--- src/sv/text_line_framer_with_taint_top_macros.svh ---
// assertion macros for the text line framer
// used by the top level; expects clk_i and rst_ni in the including scope
`ifndef TEXT_LINE_FRAMER_WITH_TAINT_TOP_MACROS_SVH
`define TEXT_LINE_FRAMER_WITH_TAINT_TOP_MACROS_SVH
`ifndef ASSERT_OFF
`define TLF_ASSERT(label, ante, cons, msg) \
  label: assert property (@(posedge clk_i) disable iff (!rst_ni) (ante) |-> (cons)) \
    else $error(msg);
`define TLF_ASSERT_NEXT(label, ante, cons, msg) \
  label: assert property (@(posedge clk_i) disable iff (!rst_ni) (ante) |=> (cons)) \
    else $error(msg);
`else
`define TLF_ASSERT(label, ante, cons, msg)
`define TLF_ASSERT_NEXT(label, ante, cons, msg)
`endif
`endif

--- src/sv/tlf_pkg.sv ---
// shared types and constants of the text line framer
// no dependencies
package tlf_pkg;

  // line store geometry
  localparam int unsigned LINE_DEPTH  = 64;
  localparam int unsigned LEN_W       = $clog2(LINE_DEPTH);
  localparam int unsigned QUEUE_DEPTH = 2;
  localparam int unsigned QPTR_W      = $clog2(QUEUE_DEPTH);
  localparam int unsigned QCNT_W      = $clog2(QUEUE_DEPTH + 1);
  localparam int unsigned ADDR_W      = LEN_W + 1;
  localparam int unsigned RAM_DEPTH   = 2 ** ADDR_W;
  localparam int unsigned CHAR_W      = 7;

  // character codes
  localparam logic [7:0] CH_LF     = 8'h0a;
  localparam logic [7:0] CH_CR     = 8'h0d;
  localparam logic [7:0] PRINT_LOW = 8'h20;
  localparam logic [7:0] PRINT_END = 8'h7f;

  typedef enum logic [1:0] {
    OP_CONT  = 2'd0,
    OP_START = 2'd1,
    OP_LINK  = 2'd2,
    OP_IDLE  = 2'd3
  } op_e;

  typedef struct packed {
    logic [1:0] op;
    logic [7:0] rx_byte;
  } in_t;

  typedef struct packed {
    logic [CHAR_W-1:0] line_byte;
    logic              line_last;
  } out_t;

  // finished line waiting to be drained
  typedef struct packed {
    logic             bank;
    logic [LEN_W-1:0] len;
  } ent_t;

  typedef struct packed {
    logic              en;
    logic [ADDR_W-1:0] addr;
    logic [CHAR_W-1:0] data;
  } wr_t;

  typedef struct packed {
    logic              en;
    logic [ADDR_W-1:0] addr;
  } rd_t;

endpackage

--- src/sv/tlf_ram.sv ---
// generic simple dual-port ram with registered, enabled read
// no dependencies
module tlf_ram #(
  parameter int unsigned WIDTH = 8,
  parameter int unsigned DEPTH = 64
) (
  input  logic                     clk_i,
  input  logic                     we_i,
  input  logic [$clog2(DEPTH)-1:0] waddr_i,
  input  logic [WIDTH-1:0]         wdata_i,
  input  logic                     re_i,
  input  logic [$clog2(DEPTH)-1:0] raddr_i,
  output logic [WIDTH-1:0]         rdata_o
);

  logic [WIDTH-1:0] mem_q [DEPTH];
  logic [WIDTH-1:0] rdata_q;

  // write port
  always_ff @(posedge clk_i) begin
    if (we_i) begin
      mem_q[waddr_i] <= wdata_i;
    end
  end

  // read port, data holds while not enabled
  always_ff @(posedge clk_i) begin
    if (re_i) begin
      rdata_q <= mem_q[raddr_i];
    end
  end

  assign rdata_o = rdata_q;

endmodule

--- src/sv/tlf_front.sv ---
// front end: accepts bytes, classifies them, fills the line store
// depends on tlf_pkg
module tlf_front (
  input  logic          clk_i,
  input  logic          rst_ni,
  input  logic          in_valid_i,
  input  tlf_pkg::in_t  in_req_i,
  output logic          in_stall_o,
  input  logic          q_full_i,
  output logic          push_o,
  output tlf_pkg::ent_t push_ent_o,
  output tlf_pkg::wr_t  wr_o
);

  logic [tlf_pkg::LEN_W-1:0] len_q, len_d, len_eff;
  logic                      taint_q, taint_d, taint_eff;
  logic                      wbank_q, wbank_d;
  logic                      accept;
  logic [7:0]                rx;

  // both banks pending means the write bank is still being drained
  assign in_stall_o = q_full_i;
  assign accept     = in_valid_i && !in_stall_o;
  assign rx         = in_req_i.rx_byte;

  // classify the request and update the partial line
  always_comb begin
    len_d      = len_q;
    taint_d    = taint_q;
    len_eff    = len_q;
    taint_eff  = taint_q;
    push_o     = 1'b0;
    push_ent_o = '{bank: wbank_q, len: len_q};
    wr_o       = '{en: 1'b0, addr: {wbank_q, len_q}, data: rx[tlf_pkg::CHAR_W-1:0]};
    if (accept) begin
      case (tlf_pkg::op_e'(in_req_i.op))
        tlf_pkg::OP_LINK: begin
          len_d   = '0;
          taint_d = 1'b0;
        end
        tlf_pkg::OP_CONT, tlf_pkg::OP_START: begin
          // a new event drops a tainted partial line first
          if ((tlf_pkg::op_e'(in_req_i.op) == tlf_pkg::OP_START) && taint_q) begin
            len_eff   = '0;
            taint_eff = 1'b0;
          end
          len_d   = len_eff;
          taint_d = taint_eff;
          if (rx == tlf_pkg::CH_CR) begin
            len_d = len_eff;
          end else if (rx == tlf_pkg::CH_LF) begin
            push_o     = (len_eff != '0) && !taint_eff;
            push_ent_o = '{bank: wbank_q, len: len_eff};
            len_d      = '0;
            taint_d    = 1'b0;
          end else if ((rx < tlf_pkg::PRINT_LOW) || (rx >= tlf_pkg::PRINT_END)) begin
            taint_d = 1'b1;
          end else if (len_eff < tlf_pkg::LEN_W'(tlf_pkg::LINE_DEPTH - 1)) begin
            wr_o.en   = 1'b1;
            wr_o.addr = {wbank_q, len_eff};
            len_d     = tlf_pkg::LEN_W'(len_eff + tlf_pkg::LEN_W'(1));
          end else begin
            taint_d = 1'b1;
          end
        end
        default: begin
          len_d = len_q;
        end
      endcase
    end
  end

  // switch banks after each emitted line
  assign wbank_d = wbank_q ^ push_o;

  always_ff @(posedge clk_i or negedge rst_ni) begin
    if (!rst_ni) begin
      len_q   <= '0;
      taint_q <= 1'b0;
      wbank_q <= 1'b0;
    end else begin
      len_q   <= len_d;
      taint_q <= taint_d;
      wbank_q <= wbank_d;
    end
  end

endmodule

--- src/sv/tlf_fifo.sv ---
// short queue of finished lines between front and back
// depends on tlf_pkg
module tlf_fifo (
  input  logic                       clk_i,
  input  logic                       rst_ni,
  input  logic                       push_i,
  input  tlf_pkg::ent_t              push_ent_i,
  input  logic                       pop_i,
  output tlf_pkg::ent_t              head_o,
  output logic                       empty_o,
  output logic                       full_o,
  output logic [tlf_pkg::QCNT_W-1:0] count_o
);

  tlf_pkg::ent_t              ent_q [tlf_pkg::QUEUE_DEPTH];
  logic [tlf_pkg::QPTR_W-1:0] wptr_q, rptr_q;
  logic [tlf_pkg::QCNT_W-1:0] cnt_q, cnt_d;

  assign empty_o = (cnt_q == '0);
  assign full_o  = (cnt_q == tlf_pkg::QCNT_W'(tlf_pkg::QUEUE_DEPTH));
  assign head_o  = ent_q[rptr_q];
  assign count_o = cnt_q;

  // occupancy
  always_comb begin
    cnt_d = cnt_q;
    if (push_i && !pop_i) begin
      cnt_d = tlf_pkg::QCNT_W'(cnt_q + tlf_pkg::QCNT_W'(1));
    end else if (pop_i && !push_i) begin
      cnt_d = tlf_pkg::QCNT_W'(cnt_q - tlf_pkg::QCNT_W'(1));
    end
  end

  // entry storage
  always_ff @(posedge clk_i) begin
    if (push_i) begin
      ent_q[wptr_q] <= push_ent_i;
    end
  end

  // pointers
  always_ff @(posedge clk_i or negedge rst_ni) begin
    if (!rst_ni) begin
      wptr_q <= '0;
      rptr_q <= '0;
      cnt_q  <= '0;
    end else begin
      if (push_i) begin
        wptr_q <= tlf_pkg::QPTR_W'(wptr_q + tlf_pkg::QPTR_W'(1));
      end
      if (pop_i) begin
        rptr_q <= tlf_pkg::QPTR_W'(rptr_q + tlf_pkg::QPTR_W'(1));
      end
      cnt_q <= cnt_d;
    end
  end

endmodule

--- src/sv/tlf_back.sv ---
// back end: drains queued lines from the store, one character per cycle while the output is not stalled
// depends on tlf_pkg; the ram read register serves as the output register
module tlf_back (
  input  logic          clk_i,
  input  logic          rst_ni,
  input  logic          q_empty_i,
  input  tlf_pkg::ent_t head_i,
  output logic          pop_o,
  output tlf_pkg::rd_t  rd_o,
  output logic          out_valid_o,
  input  logic          out_stall_i,
  output logic          last_o
);

  logic [tlf_pkg::LEN_W-1:0] idx_q, idx_d;
  logic                      vld_q, vld_d;
  logic                      last_q, last_d;
  logic                      issue, is_last;

  // read the next character whenever the output slot frees up
  assign issue   = !q_empty_i && (!vld_q || !out_stall_i);
  assign is_last = (tlf_pkg::LEN_W'(idx_q + tlf_pkg::LEN_W'(1)) == head_i.len);
  assign pop_o   = issue && is_last;
  assign rd_o    = '{en: issue, addr: {head_i.bank, idx_q}};

  always_comb begin
    idx_d  = idx_q;
    vld_d  = vld_q && out_stall_i;
    last_d = last_q;
    if (issue) begin
      idx_d  = is_last ? '0 : tlf_pkg::LEN_W'(idx_q + tlf_pkg::LEN_W'(1));
      vld_d  = 1'b1;
      last_d = is_last;
    end
  end

  always_ff @(posedge clk_i or negedge rst_ni) begin
    if (!rst_ni) begin
      idx_q  <= '0;
      vld_q  <= 1'b0;
      last_q <= 1'b0;
    end else begin
      idx_q  <= idx_d;
      vld_q  <= vld_d;
      last_q <= last_d;
    end
  end

  assign out_valid_o = vld_q;
  assign last_o      = last_q;

endmodule

--- src/sv/text_line_framer_with_taint_top.sv ---
// top level of the text line framer: front, line queue, back and line store
// depends on tlf_pkg, tlf_front, tlf_fifo, tlf_back, tlf_ram and the macros header

// Newline-delimited text line framer. One received byte is taken per cycle
// while the input is not stalled; printable characters go into one of two
// line banks of the store, carriage returns are skipped, and a control or
// high byte, or a character that would exceed LINE_DEPTH-1, taints the line.
// On a newline a clean non-empty line is queued and the back end sends it
// out at one character per cycle while the output is not stalled, through
// the store's registered read port, with line_last on the final character.
// The input stalls only while both banks hold lines still waiting to be
// sent; it then waits until the older line has been read out, which a
// stalled output delays. No clearing pass is needed after reset.
`include "text_line_framer_with_taint_top_macros.svh"

module text_line_framer_with_taint_top (
  input  logic          clk_i,
  input  logic          rst_ni,
  input  logic          in_valid_i,
  output logic          in_stall_o,
  input  tlf_pkg::in_t  in_req_i,
  output logic          out_valid_o,
  input  logic          out_stall_i,
  output tlf_pkg::out_t out_req_o
);

  logic                       push, pop, q_empty, q_full, last;
  logic [tlf_pkg::QCNT_W-1:0] q_count;
  tlf_pkg::ent_t              push_ent, head;
  tlf_pkg::wr_t               wr;
  tlf_pkg::rd_t               rd;
  logic [tlf_pkg::CHAR_W-1:0] rdata;

  // front end
  tlf_front u_front (
    .clk_i      (clk_i),
    .rst_ni     (rst_ni),
    .in_valid_i (in_valid_i),
    .in_req_i   (in_req_i),
    .in_stall_o (in_stall_o),
    .q_full_i   (q_full),
    .push_o     (push),
    .push_ent_o (push_ent),
    .wr_o       (wr)
  );

  // finished line queue
  tlf_fifo u_fifo (
    .clk_i      (clk_i),
    .rst_ni     (rst_ni),
    .push_i     (push),
    .push_ent_i (push_ent),
    .pop_i      (pop),
    .head_o     (head),
    .empty_o    (q_empty),
    .full_o     (q_full),
    .count_o    (q_count)
  );

  // back end
  tlf_back u_back (
    .clk_i       (clk_i),
    .rst_ni      (rst_ni),
    .q_empty_i   (q_empty),
    .head_i      (head),
    .pop_o       (pop),
    .rd_o        (rd),
    .out_valid_o (out_valid_o),
    .out_stall_i (out_stall_i),
    .last_o      (last)
  );

  // two-bank line store
  tlf_ram #(
    .WIDTH (tlf_pkg::CHAR_W),
    .DEPTH (tlf_pkg::RAM_DEPTH)
  ) u_store (
    .clk_i   (clk_i),
    .we_i    (wr.en),
    .waddr_i (wr.addr),
    .wdata_i (wr.data),
    .re_i    (rd.en),
    .raddr_i (rd.addr),
    .rdata_o (rdata)
  );

  assign out_req_o = '{line_byte: rdata, line_last: last};

  // checks
  `TLF_ASSERT(a_bank_split, wr.en && rd.en, wr.addr[tlf_pkg::ADDR_W-1] != rd.addr[tlf_pkg::ADDR_W-1], "write and drain hit the same bank")
  `TLF_ASSERT(a_push_room, push, q_count != tlf_pkg::QCNT_W'(tlf_pkg::QUEUE_DEPTH), "line queued while queue full")
  `TLF_ASSERT_NEXT(a_pop_last, pop, out_valid_o && out_req_o.line_last, "line retired without last character shown")

endmodule

--- config.mk ---
export PLATFORM = sky130hd
export DESIGN_NAME = text_line_framer_with_taint_top
export DESIGN_NICKNAME = d
export VERILOG_FILES = /design/src/sv/tlf_pkg.sv /design/src/sv/tlf_ram.sv /design/src/sv/tlf_front.sv /design/src/sv/tlf_fifo.sv /design/src/sv/tlf_back.sv /design/src/sv/text_line_framer_with_taint_top.sv
export VERILOG_INCLUDE_DIRS = /design/src /design/src/sv
export SDC_FILE = /design/constraint.sdc
export NUM_CORES = 1
export LEC_CHECK = 0
export BUFFER_PORTS_ARGS = -buffer_cell sky130_fd_sc_hd__buf_4
export CAP_MARGIN = 20
export CORE_ASPECT_RATIO = 0.8
export CORE_UTILIZATION = 48
export DETAILED_ROUTE_END_ITERATION = 6
export PLACE_DENSITY = 0.63
export SYNTH_ARGS = -nofsm -noshare
export SYNTH_HDL_FRONTEND = slang
export SYNTH_SLANG_ARGS = --single-unit
--- constraint.sdc ---
create_clock -name clk_i -period 8.1 [get_ports clk_i]
set_clock_uncertainty 0.1 [all_clocks]
set_input_delay 0.405 -clock clk_i [delete_from_list [all_inputs] [get_ports clk_i]]
set_output_delay 0.405 -clock clk_i [all_outputs]
set_load 0.005 [all_outputs]
==> run metrics, run 1 <==
max-capacitance violation count 0; CP max FO 11; dpl cell area 0.0381 mm2; final critical-path required period 4.59 ns; final period utilization 56.6%; hpwl dp 53700 um; clock insertion delay at the later pin of the skew report 0.64 ns; initial standard-cell utilization of the core 48.7%; core outline area 0.0758 mm2; Post-Route Setup TNS 0 ns; routed via count divided by cell count 6.23; total net switching power 3.55 mW; Total Nets Final 1968; count of routing violations after the opening detailed-route iteration 2283; pre-CTS worst setup slack 3.37 ns; worst hold path type in -> async; final weighted congestion in routability-driven placement 0.884; Rel. slew slack 20.8%; total of buffers placed on input and output ports 23; post-synth top area cell sky130_fd_sc_hd__edfxtp_1; Syn Std Cell Area 0.0369 mm2; Post-synth top flop sky130_fd_sc_hd__edfxtp_1; dominant delay contributor by cell family on the critical path simple AND/OR/NAND/NOR gates; syn_nets 1931; cells after synthesis 1913; fraction of synthesis flops using an asynchronous set or reset pin 2.13%; setup-violating endpoint count in the final report 0; cell seen most often among critical-path stages sky130_fd_sc_hd__nand3b_1; proportion of synthesized chip area in sequential cells 75.9%; critical path arrival 4.77 ns; cts repair resizes 0; Worst Hold Margin 0.0785 ns; mean area per synthesized cell 19.3 um2; relative contribution of combinational cells to total power 23.3%; Tot Pwr 12.7 mW; post-layout worst setup margin 3.51 ns; vias after detailed routing 18900; critical-path cell list nand3b_1 > nand2_1 > inv_1 > ha_1 > and3_1 > a31oi_1 > and2_1 > nand3b_1 > buf_4 > nor2_1; number of primary I/O pins 24; Hold Vio Cnt, Final 0; post-layout instance area 0.0412 mm2; origin of the worst setup path u_front.taint_q; flop and latch count out of synthesis 937; kind of start point of the critical path flip-flop; worst reg2reg path startpoint u_front.taint_q; static leakage 13.0 nW; Slew @ Worst Pin 1.19 ns; post-synth cell types 54; total CTS buffers 88; wirelength, routed 89000 um; remaining antenna violation count 0; root cell of the clock tree sky130_fd_sc_hd__clkbuf_16; global-route wire length before repair 131000 um; GR Overflow Total 0; outcome completed; DRC 0; top area cells in the synthesized netlist sky130_fd_sc_hd__edfxtp_1, sky130_fd_sc_hd__mux4_2, sky130_fd_sc_hd__mux2i_1; setup fix buffers added after clock tree synthesis 0; number of flops mapped to enable cells by yosys 917; All-Layer GR Usage 23.1%; required time at the endpoint of the critical path 8.28 ns; number of cells in the design after placement 2866; Sw Share 28.0%; initial antenna violation count 3; area of the die 0.0780 mm2; Critical Path Sink Type flip-flop; critical setup path kind reg -> reg; # clock sinks 937; final core occ 54.3%; Internal Dissipation 9.12 mW; iteration count of the initial detailed-routing pass 6; maximum number of buffers from clock root to sink 3; delay of the slowest cell on the worst path 0.70 ns; fraction of final layout cells sized beyond drive strength 1 18.3%; Die Y 250 um; # rows 90; clock-pin slew of the registers on the worst-case setup and hold paths 0.06 ns; number of pins exceeding their max-slew limit in the final report 0; sequential cell fraction of total power 43.6%; total number of H-tree levels 3; power density relative to cell area 308 mW/mm2; most used standard cell by instance count after synthesis sky130_fd_sc_hd__edfxtp_1; Ys Warns 0; relative contribution of the clock network to total power 33.1%; wire length per cell 29.3 um; peak supply drop 0.274 mV; setup repair after global routing missed its margin false; Die Span X 312 um; WP buf/inv 2; maximum operating frequency 218 MHz; pin count of the biggest net entering global routing 148; top cell type's share of synthesized area 74.6%; final standard cell count with taps included and fillers excluded 3032; TritonCTS clock tree done; area growth from synthesis to layout 11.5%; cell at the slowest stage of the critical path sky130_fd_sc_hd__a31oi_1; vias in the first global route 18600; top cells by instance count after synthesis sky130_fd_sc_hd__edfxtp_1, sky130_fd_sc_hd__mux4_2, sky130_fd_sc_hd__nor2_1, sky130_fd_sc_hd__mux2i_1, sky130_fd_sc_hd__a21oi_1
## kinds of logic (layout without fill, tap and decap cells)
group                      after synthesis  in the layout  synth area share, %
AOI/OAI and AO/OA                      220            220                 3.95
xor gates and xnor gates                16             16                0.417
adders and majority gates                4              4                0.136
buffers and inverters                  120            226                 1.47
DFF                                    937            937                 75.9
muxes                                  316            316                 14.3
other                                    0              1                    0
and+or+nand+nor                        300            300                 3.82
## final timing paths
check / to / slack (ns) / cells past startpoint
max in group asynchronous: u_back.idx_q[1] / 7.56 / 2
setup / recovery: u_store.mem_q[106][3] / 3.51 / 10
min in group clk_i: u_front.taint_q / 0.08 / 4
hold / removal: u_fifo.rptr_q / 0.08 / 2
hold reg to reg: u_fifo.wptr_q / 0.41 / 1
setup reg to reg: u_store.mem_q[106][3] / 3.51 / 10
## sequential cells by signal, summed over array words and instances, names as in the netlist
| signal | cells |
|---|---|
| u_fifo.rptr_q | 1 |
| u_store.rdata_o | 7 |
| u_back.idx_q | 6 |
| u_fifo.wptr_q | 1 |
| u_back.out_valid_o | 1 |
| u_front.taint_q | 1 |
| u_front.len_q | 6 |
| u_store.mem_q | 896 |
| u_fifo.count_o | 2 |
| u_fifo.ent_q | 14 |
| u_front.wbank_q | 1 |
| u_back.last_o | 1 |
## routing by layer
metal	wire length, um	vias to the layer above	part of all wire, %	global-route usage [%]
met5	9	-	0.010	0
met4	1820	2	2.0	5.56
met3	7830	132	8.8	4.97
met2	38700	950	44	32.9
met1	40600	9921	46	36.3
li1	-	7890	-	-
## final cells by class
cell class | count | area [um2]
tap | 1012 | 1270
fill | 5755 | 34600
timing repair buffer | 60 | 559
clock buffer | 107 | 2360
multi-input combinational | 856 | 8350
antenna | 1 | 2.50
clock inverter | 52 | 549
sequential | 937 | 28000
inverter | 7 | 26.3
## timing repair
| item | 4_1_cts | 5_1_grt |
|---|---|---|
| endpoints found under the setup margin | 0 | 0 |
| endpoints found under the hold margin | 30 | 0 |
| hold buffers | 3 | 0 |
## power groups by stage
| stage | combinational, mW | clock, mW | sequential (mW) |
|---|---|---|---|
| after global placement | 2.88 | 0 | 5.62 |
| after global routing | 3.14 | 4.43 | 5.53 |
| after CTS | 2.92 | 4.25 | 5.52 |
| after floorplan | 2.16 | 0 | 5.51 |
| final | 2.95 | 4.20 | 5.52 |
| after detailed placement | 2.91 | 0 | 5.62 |
## cell usage in the layout, fill, tap and decap left out, types with 8 or more instances in the layout
cell / n
sky130_fd_sc_hd__mux4_2: 168
sky130_fd_sc_hd__clkinv_2: 15
sky130_fd_sc_hd__nor2b_1: 13
sky130_fd_sc_hd__xnor2_1: 9
sky130_fd_sc_hd__nand3b_1: 10
sky130_fd_sc_hd__clkbuf_1: 15
sky130_fd_sc_hd__o21ai_0: 9
sky130_fd_sc_hd__nor3_1: 15
sky130_fd_sc_hd__a22oi_1: 56
sky130_fd_sc_hd__o22ai_1: 42
sky130_fd_sc_hd__mux2i_1: 146
sky130_fd_sc_hd__a21oi_1: 57
sky130_fd_sc_hd__a211oi_1: 9
sky130_fd_sc_hd__edfxtp_1: 917
sky130_fd_sc_hd__dfrtp_1: 17
sky130_fd_sc_hd__nor2_1: 167
sky130_fd_sc_hd__clkinv_1: 17
sky130_fd_sc_hd__o31ai_1: 10
sky130_fd_sc_hd__buf_4: 50
sky130_fd_sc_hd__nand2_1: 23
sky130_fd_sc_hd__clkbuf_16: 92
sky130_fd_sc_hd__nand3_1: 16
sky130_fd_sc_hd__bufinv_16: 11
sky130_fd_sc_hd__a21boi_0: 8
sky130_fd_sc_hd__nor4_1: 15
No activity file was read; power rests on OpenSTA's default activity.
==> inputs of run 2 (changes only) <==
Clock period 8.1 ns to 4.8 ns, I/O delays scaled along.
==> run 2 against run 1 <==
Against the previous run:
- clock-buffer cell count increased by 1
- combinational power increased by 74%
- maximum frequency increased by 13%
- utilization increased by 0.27 points
- sequential share of layout area decreased by 0.33 points
- worst setup slack got worse by 2.8 ns
==> run metrics, run 2 (synthesis gave the netlist of run 1 again) <==
Tot Pwr 21.5 mW (was 12.7 mW); pin count of the biggest net entering global routing 127 (was 148); Worst Reg-to-Reg Cells 8 (was 10); endpoint of the worst register-to-register path u_store.rdata_o[3] (was u_store.mem_q[106][3]); initial antenna violation count 1 (was 3); dominant delay contributor by cell family on the critical path compound AO/OA/AOI/OAI gates (was simple AND/OR/NAND/NOR gates); initial standard-cell utilization of the core 48.7% (unchanged); stages on the worst setup path 8 (was 10); count of routing violations after the opening detailed-route iteration 2005 (was 2283); clock insertion delay at the later pin of the skew report 0.66 ns (was 0.64 ns); maximum number of buffers from clock root to sink 3 (unchanged); outcome completed (unchanged); setup fix buffers added after clock tree synthesis 0 (unchanged); Hold Vio Cnt, Final 0 (unchanged); global-route wire length before repair 129000 um (was 131000 um); cell seen most often among critical-path stages sky130_fd_sc_hd__buf_4 (was sky130_fd_sc_hd__nand3b_1); maximum operating frequency 247 MHz (was 218 MHz); commonest cells after routing, fill and taps aside sky130_fd_sc_hd__edfxtp_1, sky130_fd_sc_hd__mux4_2, sky130_fd_sc_hd__nor2_1 (unchanged); core outline area 0.0758 mm2 (unchanged); clock-pin slew of the registers on the worst-case setup and hold paths 0.07 ns (was 0.06 ns); max-capacitance violation count 0 (unchanged); critical path arrival 4.28 ns (was 4.77 ns); Total Nets Final 1995 (was 1968); Largest Register u_store.mem_q (unchanged); required time at the endpoint of the critical path 5.03 ns (was 8.28 ns); most common cell after layout, fill and taps aside sky130_fd_sc_hd__edfxtp_1 (unchanged); fraction of final layout cells sized beyond drive strength 1 19.0% (was 18.3%); Hold Path Depth 5; wire length per cell 28.7 um (was 29.3 um); peak supply drop 0.385 mV (was 0.274 mV); Slew @ Worst Pin 0.968 ns (was 1.19 ns); Die Span X 312 um (unchanged); worst reg2reg path startpoint u_back.idx_q[0] (was u_front.taint_q); wirelength, routed 87900 um (was 89000 um); final weighted congestion in routability-driven placement 0.856 (was 0.884); total CTS buffers 87 (was 88); cell at the slowest stage of the critical path sky130_fd_sc_hd__dfrtp_4 (was sky130_fd_sc_hd__a31oi_1); area of the die 0.0780 mm2 (unchanged); critical setup path kind reg -> reg (unchanged); WP buf/inv 2 (unchanged); DRC 0 (unchanged); area growth from synthesis to layout 12.0% (was 11.5%); Rel. slew slack 35.3% (was 20.8%); Die Y 250 um (unchanged); Ant. Diodes 0 (was 1); vias after detailed routing 18700 (was 18900); critical-path cell list buf_4 > buf_4 > mux2i_1 > nor2_1 > nor4_1 > a211oi_1 > o221ai_1 > o31ai_1 (was nand3b_1 > nand2_1 > inv_1 > ha_1 > and3_1 > a31oi_1 > and2_1 > nand3b_1 > buf_4 > nor2_1); setup-violating endpoint count in the final report 0 (unchanged); final period utilization 84.3% (was 56.6%); Critical Path Sink Type flip-flop (unchanged); total of buffers placed on input and output ports 23 (unchanged); GR Overflow Total 0 (unchanged); power density relative to cell area 520 mW/mm2 (was 308 mW/mm2); # clock sinks 937 (unchanged); worst hold path type in -> reg (was in -> async); hpwl dp 53700 um (about the same); end point of the critical path u_store.rdata_o[3] (was u_store.mem_q[106][3]); delay of the slowest cell on the worst path 0.75 ns (was 0.70 ns); Post-Route Setup TNS 0 ns (unchanged); vias in the first global route 18800 (was 18600); CP max FO 25 (was 11); cts repair resizes 0 (unchanged); routed via count divided by cell count 6.13 (was 6.23); number of primary I/O pins 24 (unchanged); final core occ 54.6% (was 54.3%); iteration count of the initial detailed-routing pass 5 (was 6); number of pins exceeding their max-slew limit in the final report 0 (unchanged); origin of the worst setup path u_back.idx_q[0] (was u_front.taint_q); # rows 90 (unchanged); root cell of the clock tree sky130_fd_sc_hd__clkbuf_16 (unchanged); setup repair after global routing missed its margin false (unchanged); total number of H-tree levels 3 (unchanged); reg2reg setup slack 0.75 ns (was 3.51 ns); kind of start point of the critical path flip-flop (unchanged); static leakage 13.1 nW (was 13.0 nW); All-Layer GR Usage 22.8% (was 23.1%); final critical-path required period 4.05 ns (was 4.59 ns); number of flip-flops under the largest register name 896 (unchanged); remaining antenna violation count 0 (unchanged); TritonCTS clock tree done (unchanged)
## run 2: cell count changes in the layout (fill, tap and decap cells not counted), sizes merged
cell / change
buf: +16
dlygate4sd3: +12
clkinv: -6
bufinv: +2
clkbuf: +1
clkinvlp: +1
diode: -1
inv: +1
## run 2: layout make-up
class	instances	area [um2]
flip-flops and latches	937	28000
well taps	1012	1270
clock buffers	108	2290
repair buffers	88	761
inverters	7	26.3
clock inverters	50	609
multi-input cells	856	8360
fillers	5743	34400
## run 2: power by group
part	total (mW)	switching (mW)	internal, mW	leakage, nW
registers	9.29	0.200	9.09	8.52
logic	5.13	2.92	2.21	3.14
clock network	7.10	3.01	4.10	1.40
total	21.5	6.13	15.4	13.1
## run 2: routing by layer
metal / GRT usage (%) / part of all wire, %
met5: 0 / 0.017
met2: 32.7 / 44
met3: 6.54 / 10
met4: 6.85 / 2.7
met1: 33.9 / 43
## run 2: repair_timing
| item | in CTS | in global routing |
|---|---|---|
| hold buffers | 15 | 0 |
| setup endpoints to repair | 0 | 0 |
| hold endpoints to repair | 59 | 0 |
## run 2: worst register-to-register path, cell delays in order (launching register included)
cell                       delay, ns
sky130_fd_sc_hd__dfrtp_4        0.75
sky130_fd_sc_hd__buf_4          0.44
sky130_fd_sc_hd__buf_4          0.37
sky130_fd_sc_hd__mux2i_1        0.28
sky130_fd_sc_hd__nor2_1         0.07
sky130_fd_sc_hd__nor4_1         0.60
sky130_fd_sc_hd__a211oi_1       0.18
sky130_fd_sc_hd__o221ai_1       0.71
sky130_fd_sc_hd__o31ai_1        0.24
## run 2: worst min path at each step
stage                    start          endpoint  slack (ns)
floorplan               rst_ni   u_back.idx_q[0]       -0.16
global placement        rst_ni   u_front.wbank_q        0.04
detailed placement      rst_ni   u_front.wbank_q        0.04
CTS                 in_valid_i  u_front.len_q[4]       0.007
global route        in_valid_i  u_front.len_q[4]        0.06
finish              in_valid_i  u_front.len_q[4]        0.06
## run 2: stage by stage
stage          instance area (um2)  setup WS, ns  std cells  hold WS (ns)
5_1_grt                      41400         0.666       3058        0.0591
4_1_cts                      41400         0.892       3057       0.00676
3_3_place_gp                 38300         0.927       2884        0.0368
6_report                     41400         0.754       3058        0.0571
3_5_place_dp                 38300         0.904       2884        0.0371
2_1_floorplan                36900          1.94       1913        -0.156
